===== src/rtl/lpbc_pkg.sv =====
// ----------------------------------------------------------------------------
// lpbc_pkg
// Shared types and constants of the LRU page buffer controller: field widths,
// opcodes, result codes, register map and controller/datapath interface.
// ----------------------------------------------------------------------------
package lpbc_pkg;

  // field widths
  localparam int OPCODE_W   = 3;
  localparam int FILE_W     = 8;
  localparam int PAGE_W     = 16;
  localparam int TAG_W      = FILE_W + PAGE_W;
  localparam int STATUS_W   = 2;
  localparam int SLOT_OUT_W = 4;
  localparam int STAMP_W    = 32;
  localparam int ACT_W      = 5;
  localparam int IN_DATA_W  = 32;
  localparam int OUT_DATA_W = 32;

  // configuration port
  localparam int APB_AW = 3;
  localparam int APB_DW = 32;
  localparam logic REG_ACTIVE_SLOTS = 1'b0;   // paddr[2] of the register
  localparam logic [ACT_W-1:0] ACT_RESET = 5'd16;

  // opcodes
  localparam logic [OPCODE_W-1:0] OP_READ  = 3'd0;
  localparam logic [OPCODE_W-1:0] OP_WRITE = 3'd1;
  localparam logic [OPCODE_W-1:0] OP_FLUSH = 3'd2;
  localparam logic [OPCODE_W-1:0] OP_PIN   = 3'd3;
  localparam logic [OPCODE_W-1:0] OP_UNPIN = 3'd4;

  // result codes
  localparam logic [STATUS_W-1:0] ST_HIT         = 2'd0;
  localparam logic [STATUS_W-1:0] ST_MISS        = 2'd1;
  localparam logic [STATUS_W-1:0] ST_ALL_PINNED  = 2'd2;
  localparam logic [STATUS_W-1:0] ST_NOT_PRESENT = 2'd3;

  // controller states
  typedef enum logic [1:0] {
    S_IDLE,
    S_SCAN,
    S_DRAIN,
    S_COMMIT
  } lpbc_state_e;

  // controller to datapath
  typedef struct packed {
    logic load;      // capture request, restart scan
    logic scan_rd;   // read the slot at the scan pointer
    logic commit;    // apply the decision, load the result register
  } lpbc_cmd_t;

  // datapath to controller
  typedef struct packed {
    logic scan_end;  // every occupied slot has been read
    logic out_free;  // result register can take a new beat
  } lpbc_stat_t;

endpackage


===== src/rtl/lpbc_ram.sv =====
// ----------------------------------------------------------------------------
// lpbc_ram
// Generic single write port, single read port RAM with registered read data.
// ----------------------------------------------------------------------------
module lpbc_ram #(
  parameter int WIDTH = 8,
  parameter int DEPTH = 16
) (
  input  logic                     clk_i,
  input  logic                     we_i,
  input  logic [$clog2(DEPTH)-1:0] waddr_i,
  input  logic [WIDTH-1:0]         wdata_i,
  input  logic                     re_i,
  input  logic [$clog2(DEPTH)-1:0] raddr_i,
  output logic [WIDTH-1:0]         rdata_o
);

  logic [WIDTH-1:0] mem_q [DEPTH];
  logic [WIDTH-1:0] rdata_q;

  // write port
  always_ff @(posedge clk_i) begin
    if (we_i) begin
      mem_q[waddr_i] <= wdata_i;
    end
  end

  // registered read port
  always_ff @(posedge clk_i) begin
    if (re_i) begin
      rdata_q <= mem_q[raddr_i];
    end
  end

  assign rdata_o = rdata_q;

endmodule


===== src/rtl/lpbc_ctrl.sv =====
// ----------------------------------------------------------------------------
// lpbc_ctrl
// Request sequencer: accepts a request, walks the occupied slots through the
// datapath, waits for the last compare and commits once the result register
// is free.
// ----------------------------------------------------------------------------
module lpbc_ctrl (
  input  logic               clk_i,
  input  logic               rst_ni,
  input  logic               in_valid_i,
  output logic               in_ready_o,
  input  lpbc_pkg::lpbc_stat_t stat_i,
  output lpbc_pkg::lpbc_cmd_t  cmd_o
);
  import lpbc_pkg::*;

  lpbc_state_e state_q, state_d;

  // state register
  always_ff @(posedge clk_i or negedge rst_ni) begin
    if (!rst_ni) begin
      state_q <= S_IDLE;
    end else begin
      state_q <= state_d;
    end
  end

  // next state and commands
  always_comb begin
    state_d    = state_q;
    cmd_o      = '0;
    in_ready_o = 1'b0;
    unique case (state_q)
      S_IDLE: begin
        in_ready_o = 1'b1;
        if (in_valid_i) begin
          cmd_o.load = 1'b1;
          state_d    = S_SCAN;
        end
      end
      S_SCAN: begin
        // the last slot read is compared in the scan end cycle
        if (stat_i.scan_end) begin
          state_d = S_DRAIN;
        end else begin
          cmd_o.scan_rd = 1'b1;
        end
      end
      S_DRAIN: begin
        // spare cycle, match and victim registers already settled
        state_d = S_COMMIT;
      end
      S_COMMIT: begin
        if (stat_i.out_free) begin
          cmd_o.commit = 1'b1;
          state_d      = S_IDLE;
        end
      end
      default: begin
        state_d = S_IDLE;
      end
    endcase
  end

endmodule


===== src/rtl/lpbc_datapath.sv =====
// ----------------------------------------------------------------------------
// lpbc_datapath
// Tag and stamp memories, pin and dirty bits, slot scan with tag match and
// LRU victim tracking, replacement decision and the result register.
// ----------------------------------------------------------------------------
module lpbc_datapath #(
  parameter int SLOTS = 16
) (
  input  logic                           clk_i,
  input  logic                           rst_ni,
  input  lpbc_pkg::lpbc_cmd_t            cmd_i,
  output lpbc_pkg::lpbc_stat_t           stat_o,
  input  logic [lpbc_pkg::IN_DATA_W-1:0] in_data_i,
  input  logic                           cfg_we_i,
  input  logic [lpbc_pkg::ACT_W-1:0]     cfg_wdata_i,
  output logic [lpbc_pkg::ACT_W-1:0]     active_slots_o,
  output logic                           out_valid_o,
  input  logic                           out_ready_i,
  output logic [lpbc_pkg::OUT_DATA_W-1:0] out_data_o
);
  import lpbc_pkg::*;

  localparam int SW  = $clog2(SLOTS);
  localparam int OCW = $clog2(SLOTS + 1);
  localparam int CW  = (OCW > ACT_W) ? OCW : ACT_W;
  localparam int SXW = (SW > SLOT_OUT_W) ? SW : SLOT_OUT_W;
  localparam logic [OCW-1:0] SLOTS_C = OCW'(SLOTS);

  // request and configuration
  logic [OPCODE_W-1:0] op_q;
  logic [FILE_W-1:0]   file_q;
  logic [PAGE_W-1:0]   page_q;
  logic [ACT_W-1:0]    active_q;

  // slot state
  logic [OCW-1:0]     occ_q, occ_d;
  logic [SLOTS-1:0]   pinned_q, pinned_d;
  logic [SLOTS-1:0]   dirty_q, dirty_d;
  logic [STAMP_W-1:0] counter_q, counter_d;

  // scan
  logic [OCW-1:0]     scan_idx_q;
  logic               cmp_vld_q;
  logic [SW-1:0]      cmp_idx_q;
  logic               match_found_q;
  logic [SW-1:0]      match_idx_q;
  logic               vic_found_q;
  logic [SW-1:0]      vic_idx_q;
  logic [STAMP_W-1:0] vic_stamp_q;
  logic [TAG_W-1:0]   vic_tag_q;

  // memories
  logic [TAG_W-1:0]   tag_rdata;
  logic [STAMP_W-1:0] stamp_rdata;
  logic               tag_we, stamp_we;

  // decision
  logic               fill_ok;
  logic               succ;
  logic [SW-1:0]      slot;
  logic [SXW-1:0]     slot_ext;
  logic [STATUS_W-1:0] status;
  logic               fetch, wb;
  logic [FILE_W-1:0]  wb_file;
  logic [PAGE_W-1:0]  wb_page;

  // result register
  logic                  out_valid_q, out_valid_d;
  logic [OUT_DATA_W-1:0] out_data_q;

  // request capture
  always_ff @(posedge clk_i) begin
    if (cmd_i.load) begin
      op_q   <= in_data_i[OPCODE_W-1:0];
      file_q <= in_data_i[OPCODE_W +: FILE_W];
      page_q <= in_data_i[OPCODE_W+FILE_W +: PAGE_W];
    end
  end

  // active slot register
  always_ff @(posedge clk_i or negedge rst_ni) begin
    if (!rst_ni) begin
      active_q <= ACT_RESET;
    end else if (cfg_we_i) begin
      active_q <= cfg_wdata_i;
    end
  end

  assign active_slots_o = active_q;

  // tag and stamp memories
  lpbc_ram #(.WIDTH(TAG_W), .DEPTH(SLOTS)) u_tag_ram (
    .clk_i   (clk_i),
    .we_i    (tag_we),
    .waddr_i (slot),
    .wdata_i ({page_q, file_q}),
    .re_i    (cmd_i.scan_rd),
    .raddr_i (scan_idx_q[SW-1:0]),
    .rdata_o (tag_rdata)
  );

  lpbc_ram #(.WIDTH(STAMP_W), .DEPTH(SLOTS)) u_stamp_ram (
    .clk_i   (clk_i),
    .we_i    (stamp_we),
    .waddr_i (slot),
    .wdata_i (counter_q),
    .re_i    (cmd_i.scan_rd),
    .raddr_i (scan_idx_q[SW-1:0]),
    .rdata_o (stamp_rdata)
  );

  // scan pointer and compare stage valid
  always_ff @(posedge clk_i or negedge rst_ni) begin
    if (!rst_ni) begin
      scan_idx_q    <= '0;
      cmp_vld_q     <= 1'b0;
      match_found_q <= 1'b0;
      vic_found_q   <= 1'b0;
    end else begin
      cmp_vld_q <= cmd_i.scan_rd;
      if (cmd_i.load) begin
        scan_idx_q    <= '0;
        match_found_q <= 1'b0;
        vic_found_q   <= 1'b0;
      end else begin
        if (cmd_i.scan_rd) begin
          scan_idx_q <= scan_idx_q + OCW'(1);
        end
        if (cmp_vld_q && !match_found_q && tag_rdata == {page_q, file_q}) begin
          match_found_q <= 1'b1;
        end
        if (cmp_vld_q && !pinned_q[cmp_idx_q] &&
            (!vic_found_q || stamp_rdata < vic_stamp_q)) begin
          vic_found_q <= 1'b1;
        end
      end
    end
  end

  // compare payload: first match and oldest unpinned slot
  always_ff @(posedge clk_i) begin
    cmp_idx_q <= scan_idx_q[SW-1:0];
    if (cmp_vld_q && !match_found_q && tag_rdata == {page_q, file_q}) begin
      match_idx_q <= cmp_idx_q;
    end
    if (cmp_vld_q && !pinned_q[cmp_idx_q] &&
        (!vic_found_q || stamp_rdata < vic_stamp_q)) begin
      vic_idx_q   <= cmp_idx_q;
      vic_stamp_q <= stamp_rdata;
      vic_tag_q   <= tag_rdata;
    end
  end

  assign stat_o.scan_end = (scan_idx_q == occ_q);
  assign stat_o.out_free = !out_valid_q || out_ready_i;

  // free slot available: occupied below max(1, min(active, SLOTS))
  assign fill_ok = (occ_q != SLOTS_C) &&
                   ((CW'(occ_q) < CW'(active_q)) ||
                    (active_q == '0 && occ_q == '0));

  // replacement decision and state updates
  always_comb begin
    succ      = 1'b0;
    slot      = match_idx_q;
    status    = ST_NOT_PRESENT;
    fetch     = 1'b0;
    wb        = 1'b0;
    wb_file   = '0;
    wb_page   = '0;
    occ_d     = occ_q;
    pinned_d  = pinned_q;
    dirty_d   = dirty_q;
    counter_d = counter_q;
    tag_we    = 1'b0;
    stamp_we  = 1'b0;
    if (op_q == OP_READ || op_q == OP_WRITE) begin
      priority if (match_found_q) begin
        succ   = 1'b1;
        status = ST_HIT;
      end else if (fill_ok) begin
        succ   = 1'b1;
        slot   = occ_q[SW-1:0];
        status = ST_MISS;
        fetch  = 1'b1;
        occ_d  = occ_q + OCW'(1);
      end else if (vic_found_q) begin
        succ   = 1'b1;
        slot   = vic_idx_q;
        status = ST_MISS;
        fetch  = 1'b1;
        if (dirty_q[vic_idx_q]) begin
          wb      = 1'b1;
          wb_file = vic_tag_q[FILE_W-1:0];
          wb_page = vic_tag_q[FILE_W +: PAGE_W];
        end
      end else begin
        status = ST_ALL_PINNED;
      end
      if (succ) begin
        tag_we   = fetch;
        stamp_we = 1'b1;
        if (counter_q != '1) begin
          counter_d = counter_q + STAMP_W'(1);
        end
        if (op_q == OP_WRITE) begin
          dirty_d[slot] = 1'b1;
        end else if (fetch) begin
          dirty_d[slot] = 1'b0;
        end
      end
    end else if (op_q == OP_FLUSH || op_q == OP_PIN || op_q == OP_UNPIN) begin
      if (match_found_q) begin
        succ   = 1'b1;
        status = ST_HIT;
        if (op_q == OP_FLUSH) begin
          wb             = 1'b1;
          wb_file        = file_q;
          wb_page        = page_q;
          dirty_d[slot]  = 1'b0;
        end else begin
          pinned_d[slot] = (op_q == OP_PIN);
        end
      end
    end
    if (!succ) begin
      slot = '0;
    end
    tag_we   = tag_we && cmd_i.commit;
    stamp_we = stamp_we && cmd_i.commit;
  end

  assign slot_ext = SXW'(slot);

  // slot state registers
  always_ff @(posedge clk_i or negedge rst_ni) begin
    if (!rst_ni) begin
      occ_q     <= '0;
      pinned_q  <= '0;
      dirty_q   <= '0;
      counter_q <= '0;
    end else if (cmd_i.commit) begin
      occ_q     <= occ_d;
      pinned_q  <= pinned_d;
      dirty_q   <= dirty_d;
      counter_q <= counter_d;
    end
  end

  // result register
  always_comb begin
    out_valid_d = out_valid_q;
    if (cmd_i.commit) begin
      out_valid_d = 1'b1;
    end else if (out_ready_i) begin
      out_valid_d = 1'b0;
    end
  end

  always_ff @(posedge clk_i or negedge rst_ni) begin
    if (!rst_ni) begin
      out_valid_q <= 1'b0;
    end else begin
      out_valid_q <= out_valid_d;
    end
  end

  always_ff @(posedge clk_i) begin
    if (cmd_i.commit) begin
      out_data_q <= {wb_page, wb_file, wb, fetch, slot_ext[SLOT_OUT_W-1:0], status};
    end
  end

  assign out_valid_o = out_valid_q;
  assign out_data_o  = out_data_q;

endmodule


===== src/rtl/lru_page_buffer_controller.sv =====
// ----------------------------------------------------------------------------
// lru_page_buffer_controller
// Tag and LRU replacement controller for a pool of page buffer slots.
// ----------------------------------------------------------------------------
//  channel   | direction | content
//  s_axis    | in        | request beat: opcode, file id, page number
//  m_axis    | out       | result beat: status, slot, fetch, writeback page
//  apb       | in/out    | active_slots register at byte address 0
//
//  A request is accepted, then the occupied slots (at most SLOTS) are read
//  in turn on the single read port of the tag and stamp memories, the last
//  slot is compared, a spare state follows and the request is committed.
//  Reset (rst_ni, asynchronous) empties the pool; no clearing pass is run.
//  A result waits in the output register while the next request is taken;
//  its commit waits only if that register is still full.
// ----------------------------------------------------------------------------
module lru_page_buffer_controller #(
  parameter int SLOTS = 16
) (
  input  logic                            clk_i,
  input  logic                            rst_ni,
  // request: [2:0] opcode, [10:3] file_id, [26:11] page_number
  input  logic                            s_axis_tvalid,
  output logic                            s_axis_tready,
  input  logic [lpbc_pkg::IN_DATA_W-1:0]  s_axis_tdata,
  // result: [1:0] status, [5:2] slot_index, [6] fetch_needed,
  // [7] writeback_needed, [15:8] writeback_file_id, [31:16] writeback_page_number
  output logic                            m_axis_tvalid,
  input  logic                            m_axis_tready,
  output logic [lpbc_pkg::OUT_DATA_W-1:0] m_axis_tdata,
  // configuration
  input  logic                            psel,
  input  logic                            penable,
  input  logic                            pwrite,
  input  logic [lpbc_pkg::APB_AW-1:0]     paddr,
  input  logic [lpbc_pkg::APB_DW-1:0]     pwdata,
  output logic [lpbc_pkg::APB_DW-1:0]     prdata,
  output logic                            pready
);
  import lpbc_pkg::*;

  lpbc_cmd_t        cmd;
  lpbc_stat_t       stat;
  logic             cfg_we;
  logic [ACT_W-1:0] active_slots;

  // register access
  assign pready = 1'b1;
  assign cfg_we = psel && penable && pwrite && (paddr[2] == REG_ACTIVE_SLOTS);
  assign prdata = (paddr[2] == REG_ACTIVE_SLOTS) ? APB_DW'(active_slots) : '0;

  // sequencer
  lpbc_ctrl u_ctrl (
    .clk_i      (clk_i),
    .rst_ni     (rst_ni),
    .in_valid_i (s_axis_tvalid),
    .in_ready_o (s_axis_tready),
    .stat_i     (stat),
    .cmd_o      (cmd)
  );

  // slot state and decision
  lpbc_datapath #(.SLOTS(SLOTS)) u_datapath (
    .clk_i          (clk_i),
    .rst_ni         (rst_ni),
    .cmd_i          (cmd),
    .stat_o         (stat),
    .in_data_i      (s_axis_tdata),
    .cfg_we_i       (cfg_we),
    .cfg_wdata_i    (pwdata[ACT_W-1:0]),
    .active_slots_o (active_slots),
    .out_valid_o    (m_axis_tvalid),
    .out_ready_i    (m_axis_tready),
    .out_data_o     (m_axis_tdata)
  );

endmodule


===== config.mk =====
export PLATFORM = sky130hd
export DESIGN_NAME = lru_page_buffer_controller
export DESIGN_NICKNAME = d
export VERILOG_FILES = /design/src/rtl/lpbc_pkg.sv /design/src/rtl/lpbc_ram.sv /design/src/rtl/lpbc_ctrl.sv /design/src/rtl/lpbc_datapath.sv /design/src/rtl/lru_page_buffer_controller.sv
export SDC_FILE = /design/constraint.sdc
export NUM_CORES = 1
export LEC_CHECK = 0
export BUFFER_PORTS_ARGS = -buffer_cell sky130_fd_sc_hd__buf_2
export CAP_MARGIN = 15
export CORE_ASPECT_RATIO = 1.4
export CORE_MARGIN = 2
export CORE_UTILIZATION = 40
export DETAILED_ROUTE_END_ITERATION = 6
export PLACE_DENSITY = 0.56
export RECOVER_POWER = 50
export SLEW_MARGIN = 20
export SYNTH_ARGS = -nofsm -noshare
export SYNTH_HDL_FRONTEND = slang
export SYNTH_SLANG_ARGS = --single-unit

===== constraint.sdc =====
create_clock -name clk_i -period 6.5 [get_ports clk_i]
set_clock_uncertainty 0.1 [all_clocks]
set_input_delay 0.65 -clock clk_i [delete_from_list [all_inputs] [get_ports clk_i]]
set_output_delay 0.65 -clock clk_i [all_outputs]
set_load 0.005 [all_outputs]

==> flow_metrics.tcl <==
set metrics [dict create \
    first_pass_iters 5 \
    outcome "complete, but fails checks" \
    num_rows 146 \
    reg2reg_depth 8 \
    regToRegStartpoint "u_ctrl.state_q[0]" \
    yosys-top-cells-area "edfxtp_1 (71%), mux4_2 (14%), dfrtp_1 (4.6%), ha_1 (1.2%), xnor2_1 (0.81%)" \
    area_growth_pct 13.4 \
    cts_tree "built" \
    path_class "flop to flop" \
    fmax_mhz 194 \
    clk_pin_slew_ps 60 \
    synth-edff-count 1075 \
    synth-main-ff-cell "edfxtp_1" \
    yosysWarnings 0 \
    die-area_um2 117000 \
    rsz0062_at_grt "false" \
    hp-start "s_axis_tdata[18]" \
    clock_path_buffers 3 \
    finalHoldViolCount 0 \
    hold_path_end "u_datapath.page_q[7]" \
    finalMaxSlewViolations 188 \
    cts.repair.resized 0 \
    hp-class "input pin to flop" \
    worst_pin_slew_ps 3790 \
    htree_levels 3 \
    die_h_um 404 \
    violations "max-capacitance violations, max-slew violations" \
    arrival_ps 5470 \
    power.density_nw_per_um2 379 \
    wl_per_cell_um 26.3 \
    start_kind "flop" \
    start_util_pct 40.3 \
    avgSynthCellArea_um2 21.1 \
    synth_top_area_share_pct 70.7 \
    hold_buffers 23 \
    worstPathMaxFanout 35 \
    synth_cells 2162 \
    synth-seq-area-share_pct 75.5 \
    cts_sinks 1164 \
    whs_path_depth 1 \
    final_cell_area_um2 51800 \
    diodes 0 \
    grt_max_degree 161 \
    vias 21303 \
    grt_pass1_vias 22967 \
    synth.distinct_cells 80 \
    max_stage_delay_ps 1780 \
    yosysMostFrequentCell "edfxtp_1" \
    grt_overflow 0 \
    io_buffer_count 78 \
    rrSetupSlack_ps 1330 \
    dpl-instance-area_um2 48100 \
    synth_area_leader_cell "edfxtp_1" \
    grt_use_total_pct 17.9 \
    hpwl_um 58500 \
    maxCapViolCount 5 \
    root_buffer "clkbuf_16" \
    via_per_inst 5.46 \
    antenna_found_initial 1 \
    tns_ps 0 \
    rr_endpoint "u_datapath.u_tag_ram.mem_q[8][21]" \
    grt_pass1_wl_um 153000 \
    synth_area_um2 45700 \
    nets 2446 \
    fin_crit_ps 5170 \
    clock_latency_ps 710 \
    setup_viol 0 \
    crit_chain "ha_1 > nand2_1 > clkinv_1 > clkbuf_1 > and3_1 > nand3_1 > nor2_4 > buf_4" \
    cts_made_buffers 110 \
    p_leak_nw 16.4 \
    synth_async_sr_flop_share_pct 7.30 \
    timing.final.crit_share_pct 79.5 \
    wl_um 103000 \
    yosys-top-cells-count "edfxtp_1 (1075), mux4_2 (290), nor2_1 (97), dfrtp_1 (84), clkbuf_1 (62)" \
    final_layout_size_suffix_gt1_share_pct 25.6 \
    slew-limit-headroom_pct -153 \
    slowest_stage "clkbuf_1" \
    fp.coreArea_um2 113000 \
    postRouteAntennaNets 0 \
    end_kind "flop" \
    drc 0 \
    drt_iter0_drc 1896 \
    gp_congestion 0.827 \
    io_pins 141 \
    ys_seq_elements 1164 \
    ir_worst_vdd_mv 0.441 \
    worstPathRequired_ps 6800 \
    die_w_um 290 \
    post-cts-setup-buffers 0 \
    fin_util_pct 45.7 \
]
## cells by family (layout without fill, tap and decap cells)
group / Yosys count / after routing / share of synthesized area (%)
flops: 1164 / 1164 / 75.5
compound gates: 149 / 149 / 2.58
mux: 315 / 315 / 14.9
xor+xnor: 68 / 68 / 1.30
other cells: 2 / 28 / 0.0164
buf+inv: 168 / 403 / 1.66
fa+ha+maj: 43 / 43 / 1.18
simple gates: 253 / 253 / 2.82
## power breakdown
group	internal, W	total (W)	switching (W)
clock	0.00350	0.00625	0.00275
combinational	0.00178	0.00383	0.00204
sequential	0.00898	0.00954	0.000566
## through the flow
| step | hold WS (ps) | setup WS, ps | total power [W] | std cells |
|---|---|---|---|---|
| after floorplan | 245 | 982 | 0.0123 | 2188 |
| after global placement | 337 | 1760 | 0.0135 | 3671 |
| after detailed placement | 334 | 1640 | 0.0136 | 3672 |
| after CTS | 0.728 | 1640 | 0.0199 | 3901 |
| after global routing | 21.5 | 1000 | 0.0204 | 3903 |
| final | 40.4 | 1330 | 0.0196 | 3903 |
## layout make-up
class / count / area, um2
inverter: 53 / 199
clock inverter: 65 / 543
fill: 9496 / 61500
sequential: 1164 / 34500
timing repair buffer: 144 / 957
multi-input combinational: 856 / 10800
clock buffer: 141 / 2960
tap: 1480 / 1850
## worst max path at each step
stage                                                 start                                   end  slack, ps  cells after the start
final                                     u_ctrl.state_q[0]     u_datapath.u_tag_ram.mem_q[8][21]       1330                      8
after global routing                      u_ctrl.state_q[0]     u_datapath.u_tag_ram.mem_q[8][21]       1000                      8
after CTS                      u_datapath.active_slots_o[4]  u_datapath.u_stamp_ram.mem_q[15][30]       1640                     11
after detailed placement       u_datapath.active_slots_o[4]  u_datapath.u_stamp_ram.mem_q[15][25]       1640                     11
after global placement         u_datapath.active_slots_o[4]  u_datapath.u_stamp_ram.mem_q[13][25]       1760                     11
after floorplan           u_datapath.u_stamp_ram.rdata_o[9]               u_datapath.vic_idx_q[0]        980                      9
## flip-flops by register name (all words and copies together), names as in the netlist, 8 cells and up, named ones only
name,cells
u_datapath.counter_q,32
u_datapath.file_q,8
u_datapath.out_data_o,32
u_datapath.page_q,16
u_datapath.pinned_q,16
u_datapath.u_stamp_ram.mem_q,512
u_datapath.u_stamp_ram.rdata_o,32
u_datapath.u_tag_ram.mem_q,384
u_datapath.u_tag_ram.rdata_o,24
u_datapath.vic_stamp_q,32
u_datapath.vic_tag_q,24
## worst max-delay path: cells and delay by family (launching register included)
kind / cells / cell delay [ps]
and+or+nand+nor: 4 / 1960
buffers and inverters: 3 / 2190
DFF: 1 / 390
adders and majority gates: 1 / 200
## placed cells by master, fill, tap and decap left out, types with 22 or more instances in the layout
cell type,n
conb_1,28
clkbuf_1,63
dlygate4sd3_1,23
nand2_1,41
buf_4,34
nand3_1,25
mux4_2,290
xnor2_1,42
edfxtp_1,1075
nor2_4,33
mux2_2,22
nor2_1,65
inv_1,51
clkbuf_16,111
buf_2,38
clkinv_2,26
a22o_1,24
dfrtp_1,82
nand4_1,22
xor2_1,26
clkinv_1,24
ha_1,43
## routing by layer
metal,vias to the layer above,track usage (%),wire [um]
met4,2,5.52,2550
met2,505,32.7,56300
met1,11453,21.9,40200
met3,157,2.20,3750
met5,-,0,13
li1,9186,-,-
Note: power is estimated with default switching activity, not from simulation.
